<file path="src/rtl/dte_pkg.sv">
// dte_pkg: shared constants, types and tables for the dcm to euler attitude block
// no dependencies
`default_nettype none
package dte_pkg;

  localparam int CORDIC_STEPS = 16;
  localparam int NSTEPS       = (CORDIC_STEPS > 32) ? 32 : CORDIC_STEPS;
  localparam int SQ_STEPS     = 15;
  localparam int QDEPTH       = 4;
  localparam int QAW          = $clog2(QDEPTH);
  localparam int CW           = 36;   // cordic x/y width
  localparam int ZW           = 34;   // cordic angle width, q2.30
  localparam int SHW          = 5;    // shift-amount width

  localparam logic signed [ZW-1:0] HALF_PI_Q30 = 34'sd1686629713;
  localparam logic [15:0] PITCH_LIM = 16'd12868;
  localparam logic [15:0] ANGLE_LIM = 16'd25736;
  localparam logic [9:0]  ZB_RESET  = 10'd1;

  typedef logic signed [15:0] elem_t;
  typedef logic signed [CW-1:0] cval_t;
  typedef logic signed [ZW-1:0] ang_t;

  typedef struct packed {
    elem_t m21;
    elem_t m20;
    elem_t m22;
    elem_t m01;
    elem_t m11;
  } in_item_t;

  // classified item passed from front to back
  typedef struct packed {
    logic signed [17:0] t;     // clamped m21
    logic signed [17:0] ry;
    logic signed [17:0] rx;
    logic               rzero;
    logic signed [17:0] yy;
    logic signed [17:0] yx;
    logic               yzero;
  } cls_item_t;

  typedef struct packed {
    logic signed [14:0] pitch;
    logic signed [15:0] roll;
    logic signed [15:0] yaw;
  } out_item_t;

  function automatic ang_t atan_tab(input logic [SHW-1:0] i);
    unique case (i)
      5'd0: atan_tab = 34'h03243F6A8;
      5'd1: atan_tab = 34'h01DAC6705;
      5'd2: atan_tab = 34'h00FADBAFC;
      5'd3: atan_tab = 34'h007F56EA6;
      5'd4: atan_tab = 34'h003FEAB76;
      5'd5: atan_tab = 34'h001FFD55B;
      5'd6: atan_tab = 34'h000FFFAAA;
      5'd7: atan_tab = 34'h0007FFF55;
      5'd8: atan_tab = 34'h0003FFFEA;
      5'd9: atan_tab = 34'h0001FFFFD;
      5'd10: atan_tab = 34'h0000FFFFF;
      5'd11: atan_tab = 34'h00007FFFF;
      5'd12: atan_tab = 34'h00003FFFF;
      5'd13: atan_tab = 34'h00001FFFF;
      5'd14: atan_tab = 34'h00000FFFF;
      5'd15: atan_tab = 34'h000007FFF;
      5'd16: atan_tab = 34'h000003FFF;
      5'd17: atan_tab = 34'h000001FFF;
      5'd18: atan_tab = 34'h000000FFF;
      5'd19: atan_tab = 34'h0000007FF;
      5'd20: atan_tab = 34'h0000003FF;
      5'd21: atan_tab = 34'h0000001FF;
      5'd22: atan_tab = 34'h0000000FF;
      5'd23: atan_tab = 34'h00000007F;
      5'd24: atan_tab = 34'h00000003F;
      5'd25: atan_tab = 34'h00000001F;
      5'd26: atan_tab = 34'h00000000F;
      5'd27: atan_tab = 34'h000000008;
      5'd28: atan_tab = 34'h000000004;
      5'd29: atan_tab = 34'h000000002;
      5'd30: atan_tab = 34'h000000001;
      default: atan_tab = 34'h000000000;
    endcase
  endfunction

  // round q2.30 to q3.13 half away from zero, then saturate
  function automatic logic signed [16:0] to_q13(input ang_t z, input logic [15:0] lim);
    logic [ZW-1:0] m;
    logic [ZW-1:0] r;
    logic [16:0]   q;
    m = z[ZW-1] ? ZW'(-z) : ZW'(z);
    r = (m + ZW'(65536)) >> 17;
    q = (r > ZW'(lim)) ? {1'b0, lim} : r[16:0];
    to_q13 = z[ZW-1] ? -$signed(q) : $signed(q);
  endfunction

endpackage
`default_nettype wire

</file>
<file path="src/rtl/dte_queue.sv">
// dte_queue: small fifo between front and back
// depends on dte_pkg
`default_nettype none
module dte_queue
  import dte_pkg::*;
(
  input  wire logic      clk,
  input  wire logic      rst_n,
  input  wire logic      w_valid,
  output logic           w_ready,
  input  wire cls_item_t w_data,
  output logic           r_valid,
  input  wire logic      r_ready,
  output cls_item_t      r_data
);

  cls_item_t         mem_r [QDEPTH];
  logic [QAW-1:0]    wp_r, rp_r;
  logic [QAW:0]      cnt_r;

  assign w_ready = cnt_r != (QAW+1)'(QDEPTH);
  assign r_valid = cnt_r != '0;
  assign r_data  = mem_r[rp_r];

  // pointers and count
  always_ff @(posedge clk) begin
    if (!rst_n) begin
      wp_r  <= '0;
      rp_r  <= '0;
      cnt_r <= '0;
    end else begin
      if (w_valid && w_ready) wp_r <= wp_r + 1'b1;
      if (r_valid && r_ready) rp_r <= rp_r + 1'b1;
      cnt_r <= cnt_r + (QAW+1)'(w_valid && w_ready) - (QAW+1)'(r_valid && r_ready);
    end
  end

  always_ff @(posedge clk) begin
    if (w_valid && w_ready) mem_r[wp_r] <= w_data;
  end

endmodule
`default_nettype wire

</file>
<file path="config.mk">
export PLATFORM = sky130hd
export DESIGN_NAME = dte_queue
export DESIGN_NICKNAME = d
export VERILOG_FILES = /design/src/rtl/dte_pkg.sv /design/src/rtl/dte_queue.sv
export SDC_FILE = /design/constraint.sdc
export NUM_CORES = 1
export LEC_CHECK = 0
export BUFFER_PORTS_ARGS = -buffer_cell sky130_fd_sc_hd__buf_2
export CAP_MARGIN = 15
export CORE_AREA = 2 2 178 180
export CTS_CLUSTER_SIZE = 25
export DETAILED_ROUTE_END_ITERATION = 6
export DIE_AREA = 0 0 180 182
export GPL_ROUTABILITY_DRIVEN = 0
export PLACE_DENSITY = 0.76
export SLEW_MARGIN = 20
export SYNTH_ARGS = -nofsm -noshare
export SYNTH_HDL_FRONTEND = slang
export SYNTH_SLANG_ARGS = --single-unit
</file>
<file path="constraint.sdc">
create_clock -name clk -period 3.8 [get_ports clk]
set_input_delay 0.19 -clock clk [delete_from_list [all_inputs] [get_ports clk]]
set_output_delay 0.19 -clock clk [all_outputs]
set_load 0.01 [all_outputs]
</file>
==> impl_metrics.json <==
{
  "outcome": "complete, no violations",
  "yosys-top-cells-area": "edfxtp_1 (80%), mux4_2 (15%), dfxtp_1 (1.3%)",
  "p_comb_share_pct": 21.0,
  "p_sw_share_pct": 25.3,
  "start_util_pct": 44.4,
  "antenna_found_initial": 2,
  "grt_use_met2_pct": 25.9,
  "routed_wl_um": 25800,
  "worstSkewPairLatency_ns": 0.51,
  "worstMarginPinSlew_ns": 0.676,
  "yosysTopAreaCell": "edfxtp_1",
  "grtUsageMet3_pct": 3.77,
  "num_rows": 65,
  "cp_cell_sequence": "nor2_1, a21boi_1, inv_1, ha_1, inv_1, ha_1, inv_1, fa_1, xnor2_1, xnor2_1, and2_1",
  "ant_nets": 0,
  "vias_per_cell": 5.12,
  "place_hpwl_um": 15300,
  "ys_top_cells_by_count": "edfxtp_1 (368), mux4_2 (92), buf_2 (9), buf_6 (9), dfxtp_1 (9)",
  "p_clk_share_pct": 31.9,
  "worst_path_max_delay_cell": "a21boi_1",
  "p_sw_mw": 2.82,
  "ys_ff_latch": 377,
  "yosys_warnings": 0,
  "hold_violations": 0,
  "port_buffers": 189,
  "clock.fmax_mhz": 383,
  "post_cts_buffers": 0,
  "finalSetupViolCount": 0,
  "slowest_delay_ns": 0.53,
  "synth.most_common_cell": "edfxtp_1",
  "yosysSeqAreaShare_pct": 81.7,
  "drc": 0,
  "cp-end-kind": "flop",
  "drive_gt1_share_pct": 40.2,
  "ys.flop_type": "edfxtp_1",
  "start_kind": "flop",
  "dieArea_mm2": 0.0328,
  "r2r_cells": 11,
  "clockBufferDepth": 3,
  "tns_ns": 0,
  "final_max_slew_viol_count": 0,
  "syn-num-nets": 631,
  "syn_area_mm2": 0.0137,
  "regToRegSetupSlack_ns": 1.19,
  "grt-busiest-layer": "met2",
  "p_leak_nw": 5.88,
  "slew_headroom_pct": 55.0,
  "worstPathRequired_ns": 4.20,
  "pwr-share-seq_pct": 47.1,
  "cts-buffers-inserted": 39,
  "post-route-min-period_ns": 2.61,
  "crit_fanout": 7,
  "crit_arrival_ns": 3.02,
  "placed_area_mm2": 0.0152,
  "clockRootBuffer": "clkbuf_16",
  "first_pass_iters": 4,
  "synth.distinct_cells": 19,
  "drv_cap": 0,
  "clk_pin_slew_ns": 0.06,
  "cts_sinks": 377,
  "avgRoutedWirePerCell_um": 20.3,
  "drt_iter0_drc": 430,
  "fp.dieH_um": 182,
  "core_mm2": 0.0310,
  "grt_pass1_vias": 7029,
  "grt_usage_pct": 15.8,
  "criticalPathCategory": "flop to flop",
  "min_path_type": "input pin to flop",
  "intPower_mw": 8.32,
  "vias": 6513,
  "tritoncts": "built",
  "rsz0062_at_grt": "no",
  "p_total_mw": 11.1,
  "fin_nets": 946,
  "utilization_pct": 56.1,
  "grt_overflow": 0,
  "met1_usage_pct": 21.4,
  "grt_pass1_wl_um": 40000,
  "max-vdd-ir-drop_mv": 0.411,
  "async_flop_share_pct": 0,
  "grt_max_degree": 61,
  "io_pins": 190,
  "die_w_um": 180,
  "skew_ns": 0.0109,
  "holdPathStages": 4,
  "synthDominantCellAreaShare_pct": 80.4,
  "crit_top_cell": "inv_1",
  "fin_crit_sh_pct": 68.8,
  "p_per_area_mw_per_mm2": 641,
  "synth_area_per_cell_um2": 26.0,
  "synth_edf_count": 368,
  "final_cell_area_mm2": 0.0174,
  "htreeDepth": 2,
  "synthCells": 528,
  "syn_to_final_growth_pct": 26.4
}
==> cell usage in the layout (no fill, tap or decap), drive strengths merged <==
cell	count
buf	202
xnor2	4
nor2	1
and2	7
fa	1
ha	6
clkinv	15
edfxtp	368
a21boi	1
inv	6
clkinvlp	1
dfxtp	9
mux4	92
diode	1
nand2	5
dlygate4sd3	93
nor2b	3
clkbuf	49
bufinv	2
o311ai	1
mux2i	2
o31a	1
or3	1
==> cell type report <==
cell class	count	area, um2
fillers	2278	13600
flip-flops and latches	377	11200
multi-input cells	125	2350
repair buffers	295	2060
clock buffers	49	1060
well taps	402	503
clock inverters	19	143
inverters	5	18.8
diodes	1	2.50
==> power by group through the flow <==
stage	Combinational, mW	Clock (mW)	Sequential, mW
after floorplan	1.58	0	5.23
after global placement	2.30	0	5.32
after detailed placement	2.31	0	5.35
after CTS	2.39	3.64	5.26
after global routing	2.52	3.81	5.30
final	2.33	3.55	5.25
==> flip-flops by register name, indices dropped and copies added, names as in the netlist, named ones only <==
register	flops
mem_r	368
rp_r	2
wp_r	2
cnt_r	3
==> timing repair <==
| action | 4_1_cts | 5_1_grt |
|---|---|---|
| endpoints found under the setup margin | 0 | 0 |
| hold buffers | 93 | 0 |
| resized for setup | 0 | 0 |
| hold endpoints to repair | 373 | 0 |
==> worst paths after layout <==
check / to / startpoint
hold reg to reg: wp_r[1] / wp_r[1]
hold / removal: flop / r_ready
setup / recovery: cnt_r[2] / cnt_r[1]
setup reg to reg: cnt_r[2] / cnt_r[1]
==> per-layer routing <==
metal	routed length, um	part of all wire (%)
met5	13	0.050
met4	476	1.8
met3	1390	5.4
met2	12900	50
met1	11000	43
==> critical path, delay by kind of cell, from the launching register on <==
family,cells,cell delay [ns]
AO/OA/AOI/OAI,1,0.53
XOR/XNOR,2,0.28
adder cells (fa/ha/maj),3,0.81
buffers and inverters,3,0.20
flip-flops,1,0.44
AND/OR/NAND/NOR,2,0.24
==> kinds of logic (layout without fill, tap and decap cells) <==
logic type / Yosys count / in the layout / share of synthesized area [%]
DFF: 377 / 377 / 81.7
muxes: 94 / 94 / 15.2
buffers and inverters: 26 / 368 / 1.28
and+or+nand+nor: 17 / 17 / 0.664
adders and majority gates: 7 / 7 / 0.692
xor gates and xnor gates: 4 / 4 / 0.255
AOI/OAI and AO/OA: 3 / 3 / 0.182
other: 0 / 1 / 0
==> metrics by stage <==
stage	cells	worst slack [ns]	hold slack, ns
after floorplan	528	0.273	0.289
after global placement	1111	1.18	0.404
after detailed placement	1111	1.17	0.407
after CTS	1272	1.11	0.143
after global routing	1273	0.969	0.170
final	1273	1.19	0.163
(Power assumes the default switching activity.)
