## config.mk

```make
export PLATFORM = sky130hd
export DESIGN_NAME = dte_front
export DESIGN_NICKNAME = d
export VERILOG_FILES = /design/src/rtl/dte_pkg.sv /design/src/rtl/dte_front.sv
export SDC_FILE = /design/constraint.sdc
export NUM_CORES = 1
export LEC_CHECK = 0
export ABC_AREA = 0
export BUFFER_PORTS_ARGS = -buffer_cell sky130_fd_sc_hd__buf_2
export CELL_PAD_IN_SITES_DETAIL_PLACEMENT = 1
export CELL_PAD_IN_SITES_GLOBAL_PLACEMENT = 1
export CORE_MARGIN = 5
export CORE_UTILIZATION = 41
export CTS_BUF_LIST = sky130_fd_sc_hd__clkbuf_8 sky130_fd_sc_hd__clkbuf_16
export DETAILED_ROUTE_END_ITERATION = 6
export PLACE_DENSITY = 0.79
export SYNTH_ARGS = -nofsm -noshare
export SYNTH_HDL_FRONTEND = slang
export SYNTH_SLANG_ARGS = --single-unit
```

## constraint.sdc

```tcl
create_clock -name clk -period 4.7 [get_ports clk]
set_clock_uncertainty 0.15 [all_clocks]
set_input_delay 0.94 -clock clk [delete_from_list [all_inputs] [get_ports clk]]
set_output_delay 0.94 -clock clk [all_outputs]
set_load 0.02 [all_outputs]
```

## src/rtl/dte_pkg.sv

```systemverilog
// dte_pkg: shared constants, types and tables for the dcm to euler attitude block
// no dependencies
`default_nettype none
package dte_pkg;

  localparam int CORDIC_STEPS = 16;
  localparam int NSTEPS       = (CORDIC_STEPS > 32) ? 32 : CORDIC_STEPS;
  localparam int SQ_STEPS     = 15;
  localparam int QDEPTH       = 4;
  localparam int QAW          = $clog2(QDEPTH);
  localparam int CW           = 36;   // cordic x/y width
  localparam int ZW           = 34;   // cordic angle width, q2.30
  localparam int SHW          = 5;    // shift-amount width

  localparam logic signed [ZW-1:0] HALF_PI_Q30 = 34'sd1686629713;
  localparam logic [15:0] PITCH_LIM = 16'd12868;
  localparam logic [15:0] ANGLE_LIM = 16'd25736;
  localparam logic [9:0]  ZB_RESET  = 10'd1;

  typedef logic signed [15:0] elem_t;
  typedef logic signed [CW-1:0] cval_t;
  typedef logic signed [ZW-1:0] ang_t;

  typedef struct packed {
    elem_t m21;
    elem_t m20;
    elem_t m22;
    elem_t m01;
    elem_t m11;
  } in_item_t;

  // classified item passed from front to back
  typedef struct packed {
    logic signed [17:0] t;     // clamped m21
    logic signed [17:0] ry;
    logic signed [17:0] rx;
    logic               rzero;
    logic signed [17:0] yy;
    logic signed [17:0] yx;
    logic               yzero;
  } cls_item_t;

  typedef struct packed {
    logic signed [14:0] pitch;
    logic signed [15:0] roll;
    logic signed [15:0] yaw;
  } out_item_t;

  function automatic ang_t atan_tab(input logic [SHW-1:0] i);
    unique case (i)
      5'd0: atan_tab = 34'h03243F6A8;
      5'd1: atan_tab = 34'h01DAC6705;
      5'd2: atan_tab = 34'h00FADBAFC;
      5'd3: atan_tab = 34'h007F56EA6;
      5'd4: atan_tab = 34'h003FEAB76;
      5'd5: atan_tab = 34'h001FFD55B;
      5'd6: atan_tab = 34'h000FFFAAA;
      5'd7: atan_tab = 34'h0007FFF55;
      5'd8: atan_tab = 34'h0003FFFEA;
      5'd9: atan_tab = 34'h0001FFFFD;
      5'd10: atan_tab = 34'h0000FFFFF;
      5'd11: atan_tab = 34'h00007FFFF;
      5'd12: atan_tab = 34'h00003FFFF;
      5'd13: atan_tab = 34'h00001FFFF;
      5'd14: atan_tab = 34'h00000FFFF;
      5'd15: atan_tab = 34'h000007FFF;
      5'd16: atan_tab = 34'h000003FFF;
      5'd17: atan_tab = 34'h000001FFF;
      5'd18: atan_tab = 34'h000000FFF;
      5'd19: atan_tab = 34'h0000007FF;
      5'd20: atan_tab = 34'h0000003FF;
      5'd21: atan_tab = 34'h0000001FF;
      5'd22: atan_tab = 34'h0000000FF;
      5'd23: atan_tab = 34'h00000007F;
      5'd24: atan_tab = 34'h00000003F;
      5'd25: atan_tab = 34'h00000001F;
      5'd26: atan_tab = 34'h00000000F;
      5'd27: atan_tab = 34'h000000008;
      5'd28: atan_tab = 34'h000000004;
      5'd29: atan_tab = 34'h000000002;
      5'd30: atan_tab = 34'h000000001;
      default: atan_tab = 34'h000000000;
    endcase
  endfunction

  // round q2.30 to q3.13 half away from zero, then saturate
  function automatic logic signed [16:0] to_q13(input ang_t z, input logic [15:0] lim);
    logic [ZW-1:0] m;
    logic [ZW-1:0] r;
    logic [16:0]   q;
    m = z[ZW-1] ? ZW'(-z) : ZW'(z);
    r = (m + ZW'(65536)) >> 17;
    q = (r > ZW'(lim)) ? {1'b0, lim} : r[16:0];
    to_q13 = z[ZW-1] ? -$signed(q) : $signed(q);
  endfunction

endpackage
`default_nettype wire

```

## src/rtl/dte_front.sv

```systemverilog
// dte_front: accepts items, clamps m21, negates arguments and checks dead-band
// depends on dte_pkg
`default_nettype none
module dte_front
  import dte_pkg::*;
(
  input  wire logic      clk,
  input  wire logic      rst_n,
  input  wire logic [9:0] zero_band,
  input  wire logic      in_valid,
  output logic           in_ready,
  input  wire in_item_t  in_data,
  output logic           f_valid,
  input  wire logic      f_ready,
  output cls_item_t      f_data
);

  logic      v_r;
  cls_item_t d_r, d_nxt;

  function automatic logic in_band(input logic signed [17:0] v, input logic [9:0] b);
    logic signed [17:0] bs;
    bs = $signed({8'd0, b});
    in_band = (v >= -bs) && (v <= bs);
  endfunction

  assign in_ready = !v_r || f_ready;
  assign f_valid  = v_r;
  assign f_data   = d_r;

  // classification
  always_comb begin
    logic signed [17:0] t;
    t = 18'(in_data.m21);
    if (t > 18'sd16384) t = 18'sd16384;
    if (t < -18'sd16384) t = -18'sd16384;
    d_nxt.t  = t;
    d_nxt.ry = -18'(in_data.m20);
    d_nxt.rx = 18'(in_data.m22);
    d_nxt.yy = -18'(in_data.m01);
    d_nxt.yx = 18'(in_data.m11);
    d_nxt.rzero = in_band(d_nxt.ry, zero_band) && in_band(d_nxt.rx, zero_band);
    d_nxt.yzero = in_band(d_nxt.yy, zero_band) && in_band(d_nxt.yx, zero_band);
  end

  always_ff @(posedge clk) begin
    if (!rst_n) begin
      v_r <= 1'b0;
    end else if (in_ready) begin
      v_r <= in_valid;
    end
    if (in_ready && in_valid) begin
      d_r <= d_nxt;
    end
  end

endmodule
`default_nettype wire

```

==> impl_metrics.toml, run 1 <==
[global_route]
grt_max_degree = 87
grt_overflow = 0
grt_pass1_vias = 6006
grt_usage_pct = 21.7
antenna_found_initial = 3
grt_pass1_wl_um = 30700

[worst_setup_path]
cp.arrival_ns = 4.21
path_class = "in2reg"
start_kind = "primary input"
slowest_stage = "maj3_1"
cpPeakStageDelay_ns = 0.38
path_max_fanout = 3
endpoint_kind = "flop"
path_cells = "buf_2 > inv_1 > ha_1 > nor2b_1 > nand2_1 > nor3_1 > xnor2_1 > ha_1 > nand2_1 > or2_2 > a21oi_1 > o31ai_1 > nand4_1 > maj3_1 > nor4_1 > o311a_1"
cp.required_ns = 4.77

[timing]
report.final.hold_viol_count = 0
slew_headroom_pct = 23.5
setup_tns_ns = 0
final_max_slew_viol_count = 0
rsz0062_at_grt = "no"
layout_setup_ws_ns = 0.561
finalCritPeriodShare_pct = 88.1
tightestPinTransition_ns = 1.15
setup_viol = 0
max_freq_ghz = 0.242
fin_crit_ns = 4.14

[placement]
hpwl_um = 15800
finalWeightedCongestion = 0.896
pre_cts_ws_ns = 0.218
place.port_buffers = 187

[synth]
synth_edf_count = 86
synth_warnings = 0
yosysSeqAreaShare_pct = 41.3
synth_seq_cells = 87
netlist_instances = 569
synth_top_area_cell = "edfxtp_1"
synthTopCellsByArea = "edfxtp_1 (41%), ha_1 (21%), xnor2_1 (3.3%)"
synth-main-ff-cell = "edfxtp_1"
synthArstFlopShare_pct = 0
syn-num-nets = 770
syn_area_um2 = 6300
synth_top_area_share_pct = 41.0
avgSynthCellArea_um2 = 11.1
synth.distinct_cells = 59

[detailed_routing]
top_layer_used = "met5"
drt-total-wl_um = 19500
wl_met2_um = 9960
drc = 0
dr_total_vias = 5405
drt-initial-drc-count = 146
m1WireLength_um = 7990
met3_length_um = 967
ant_nets = 0
drt-vias-per-instance = 5.60
first_pass_iters = 4
wl_per_cell_um = 20.2

[status]
status = "finished, final reports clean"

[clock_network]
cts_buffers = 9
cts_root_buffer = "clkbuf_16"
clock_sinks = 87
cts_max_path_buffers = 2
cts_setup_buffers = 0
hold_buffers = 0
htreeDepth = 3
ctsResizeCount = 0
insertion_delay_ns = 0.35
cts_tree = "built"
cts.clk_slew.worst_paths_ns = 0.07

[cells_and_area]
fill_cells = 1701
layout.area.seq_um2 = 2600
nets = 972
multi_input_area_um2 = 3530
drive_gt1_share_pct = 30.9
final_util_pct = 52.0
layout_commonest_cell = "buf_2"
area_delta_synth_final_pct = 25.0
mostFrequentLayoutCells = "buf_2 (187), ha_1 (107), edfxtp_1 (86)"

[floorplan]
initial_core_util_pct = 41.6
core_region_area_um2 = 15100
pin_count = 188
die_h_um = 134
row_count = 45
die_w_um = 134
die_area_um2 = 18000

[flow_run]
drv_cap = 0

[power]
p_per_area_nw_per_um2 = 290
p_sw_mw = 0.658
swShare_pct = 28.8
pwr-share-comb_pct = 21.9
peakVddDrop_mv = 0.151
leakagePower_nw = 3.55
pwr-share-seq_pct = 40.5
p_int_mw = 1.62
p_clk_share_pct = 37.6

[hold_path]
hold_class = "reg2reg"
## through the flow
stage	std cells	hold WS, ns	power, mW	cell area (um2)
3_5_place_dp	948	0.381	1.44	7520
3_3_place_gp	948	0.355	1.41	7520
5_1_grt	965	0.439	2.38	7880
6_report	965	0.395	2.28	7880
4_1_cts	964	0.395	2.30	7880
2_1_floorplan	569	0.600	1.24	6300
## power groups by stage
stage	clock network (mW)	registers, mW	logic (mW)
floorplan	0	1.01	0.231
global placement	0	0.940	0.475
detailed placement	0	0.942	0.499
CTS	0.869	0.925	0.504
global route	0.897	0.929	0.551
finish	0.858	0.924	0.500
## cell families (layout without fill, tap and decap cells)
group           count (synthesis)  after routing  share of synthesized area (%)
simple gates                  181            181                           16.7
fa+ha+maj                     112            112                           22.1
compound gates                102            102                           10.6
flops                          87             87                           41.3
xor+xnor                       44             44                           6.23
buf+inv                        41            248                           2.80
mux                             2              2                          0.318
other cells                     0              1                              0
## cell usage after synthesis (2+ instances only)
library cell and count:
or4_1 3, a2111oi_0 3, nor2b_1 10, o21ai_0 11
nor4_1 15, nand4_1 22, and2_1 15, nand2_1 23
a21boi_0 3, nor3_1 17, mux2i_1 2, nor4_2 3
o22ai_1 3, a21oi_1 32, and3_1 3, a211oi_1 4
or3_1 3, edfxtp_1 86, o21bai_1 2, a41oi_1 2
ha_1 107, buf_4 6, a21o_1 20, nor3b_1 2
o211ai_1 5, nand2b_1 5, or4_4 2, clkbuf_1 5
nor2_1 28, inv_1 30, nor3_2 3, xnor2_1 24
nand3_1 13, o21ai_1 2, o31ai_1 2, xor2_1 19
maj3_1 3, maj3_2 2, o21a_1 6, or2_2 4
## metal layers
metal	vias up	GRT usage, %
li1	2576	-
met1	2632	24.7
met2	151	39.7
met3	42	4.80
met4	4	7.83
met5	-	0
## worst paths after layout
| check | startpoint | endpoint | slack [ns] | cells past startpoint |
|---|---|---|---|---|
| max | in_data[16] | f_data[0] | 0.56 | 16 |
| min | f_valid | f_valid | 0.40 | 2 |
| max reg2reg | f_valid | f_data[51] | 2.79 | 2 |
| min reg2reg | f_valid | f_valid | 0.40 | 2 |
## registers in the layout (all words and copies together), names as in the netlist
| name | cells |
|---|---|
| f_valid | 1 |
| f_data | 86 |
## cell type report
class | count | share of cell area [%]
clock inverters | 7 | 1.59
diodes | 1 | 0.0318
flip-flops and latches | 87 | 33.0
well taps | 188 | 2.99
clock buffers | 9 | 2.86
repair buffers | 202 | 13.3
multi-input cells | 441 | 44.8
inverters | 30 | 1.43
## critical path: cells and delay by family
family / cells / cell delay, ns
AO/OA/AOI/OAI: 3 / 0.67
XOR/XNOR: 1 / 0.29
adder cells (fa/ha/maj): 3 / 0.91
buffers and inverters: 2 / 0.21
AND/OR/NAND/NOR: 7 / 1.19
Power figures use the tool's default switching activity.
==> run 2, diff against run 1 <==
- CORE_UTILIZATION: 41 -> 44
- PLACE_DENSITY: 0.79 -> 0.84
- RECOVER_POWER: default -> 25
- clock period: 4.7 -> 5.33 ns (I/O delays scaled with it)
==> impl_metrics.toml, run 2 (same netlist as run 1, synthesis figures left out) <==
[timing]
layout_setup_ws_ns = 0.741
setup_viol = 0
rsz0062_at_grt = "no"
slew_headroom_pct = 20.2
final_max_slew_viol_count = 0
setup_tns_ns = 0
holdWs_ns = 0.399
report.final.hold_viol_count = 0
tightestPinTransition_ns = 1.20
max_freq_ghz = 0.218
fin_crit_ns = 4.59
finalCritPeriodShare_pct = 86.1

[cells_and_area]
final_util_pct = 54.6
fill_cells = 1604
area_delta_synth_final_pct = 21.1
layout.area.seq_um2 = 2600
nets = 963
final_cells = 948
layout_commonest_cell = "buf_2"
largest_reg_flops = 86
mostFrequentLayoutCells = "buf_2 (132), ha_1 (107), edfxtp_1 (86)"
multi_input_area_um2 = 3510
final_area_um2 = 7630
drive_gt1_share_pct = 22.5

[placement]
place.port_buffers = 187
hpwl_um = 16100
placed_area_um2 = 7450
pre_cts_ws_ns = 0.454
dp_cells = 931
finalWeightedCongestion = 0.868

[global_route]
grt_usage_pct = 23.8
grt_overflow = 0
antenna_found_initial = 2
grt_max_degree = 87
grt_pass1_wl_um = 30900
grt_pass1_vias = 5951

[clock_network]
cts.clk_slew.worst_paths_ns = 0.07
insertion_delay_ns = 0.35
cts_setup_buffers = 0
clock_sinks = 87
cts_buffers = 9
cts_max_path_buffers = 2
cts_root_buffer = "clkbuf_16"
hold_buffers = 0
cts_tree = "built"
ctsResizeCount = 0
htreeDepth = 3

[status]
status = "finished, final reports clean"

[power]
peakVddDrop_mv = 0.130
p_per_area_nw_per_um2 = 240
power.total_mw = 1.83
leakagePower_nw = 3.31

[detailed_routing]
drt-vias-per-instance = 5.70
ant_nets = 0
drc = 0
drt-total-wl_um = 19900
first_pass_iters = 4
dr_total_vias = 5407
drt-initial-drc-count = 223
wl_per_cell_um = 21.0

[floorplan]
die_area_um2 = 16800
die_h_um = 130
core_region_area_um2 = 14000
die_w_um = 130
pin_count = 188
row_count = 43
initial_core_util_pct = 45.1

[worst_setup_path]
path_cells = "buf_2 > nor3_1 > nand4_1 > or2_2 > nor4_1 > xnor2_1 > ha_1 > a21o_1 > a21oi_1 > o22ai_1 > or3b_2 > o311a_1"
ff2ff_setup_slack_ns = 3.37
cpPeakStageDelay_ns = 0.46
timing.critical_path.buf_inv = 1
path_max_fanout = 5
path_delay_family = "simple AND/OR/NAND/NOR gates"
cp.arrival_ns = 4.54
path_class = "in2reg"
endpoint_kind = "flop"
cp.required_ns = 5.29
start_kind = "primary input"
slowest_stage = "or3b_2"

[hold_path]
hold_class = "reg2reg"

[flow_run]
drv_cap = 0
-- run 2: path summary, 6_finish.rpt --
| kind | startpoint | endpoint | cells past startpoint |
|---|---|---|---|
| hold reg to reg | f_valid | f_valid | 2 |
| setup reg to reg | f_valid | f_data[1] | 2 |
| setup / recovery | in_data[23] | f_data[0] | 12 |
| hold / removal | f_valid | f_valid | 2 |
-- run 2: power breakdown --
part | switching, mW | internal [mW] | leakage (nW)
logic | 0.276 | 0.154 | 2.34
registers | 0.0116 | 0.805 | 0.844
clock network | 0.274 | 0.312 | 0.127
-- run 2: cell type report --
class / instances / share of cell area [%]
antenna: 2 / 0.0656
clock inverter: 6 / 0.492
inverter: 30 / 1.48
tap: 180 / 2.95
multi-input combinational: 441 / 46.0
sequential: 87 / 34.1
timing repair buffer: 193 / 12.0
clock buffer: 9 / 2.95
-- run 2: per-layer routing --
layer | vias to the layer above | GRT usage [%] | wire length [um]
li1 | 2568 | - | -
met1 | 2642 | 26.9 | 7650
met2 | 160 | 43.7 | 10500
met3 | 37 | 5.40 | 1280
met4 | 0 | 8.74 | 546
met5 | - | 0 | 0
-- run 2: tightest hold or removal path, stage by stage (launching register included) --
cell,delay (ns)
dfxtp_1,0.31
nand2b_1,0.10
a21boi_0,0.09
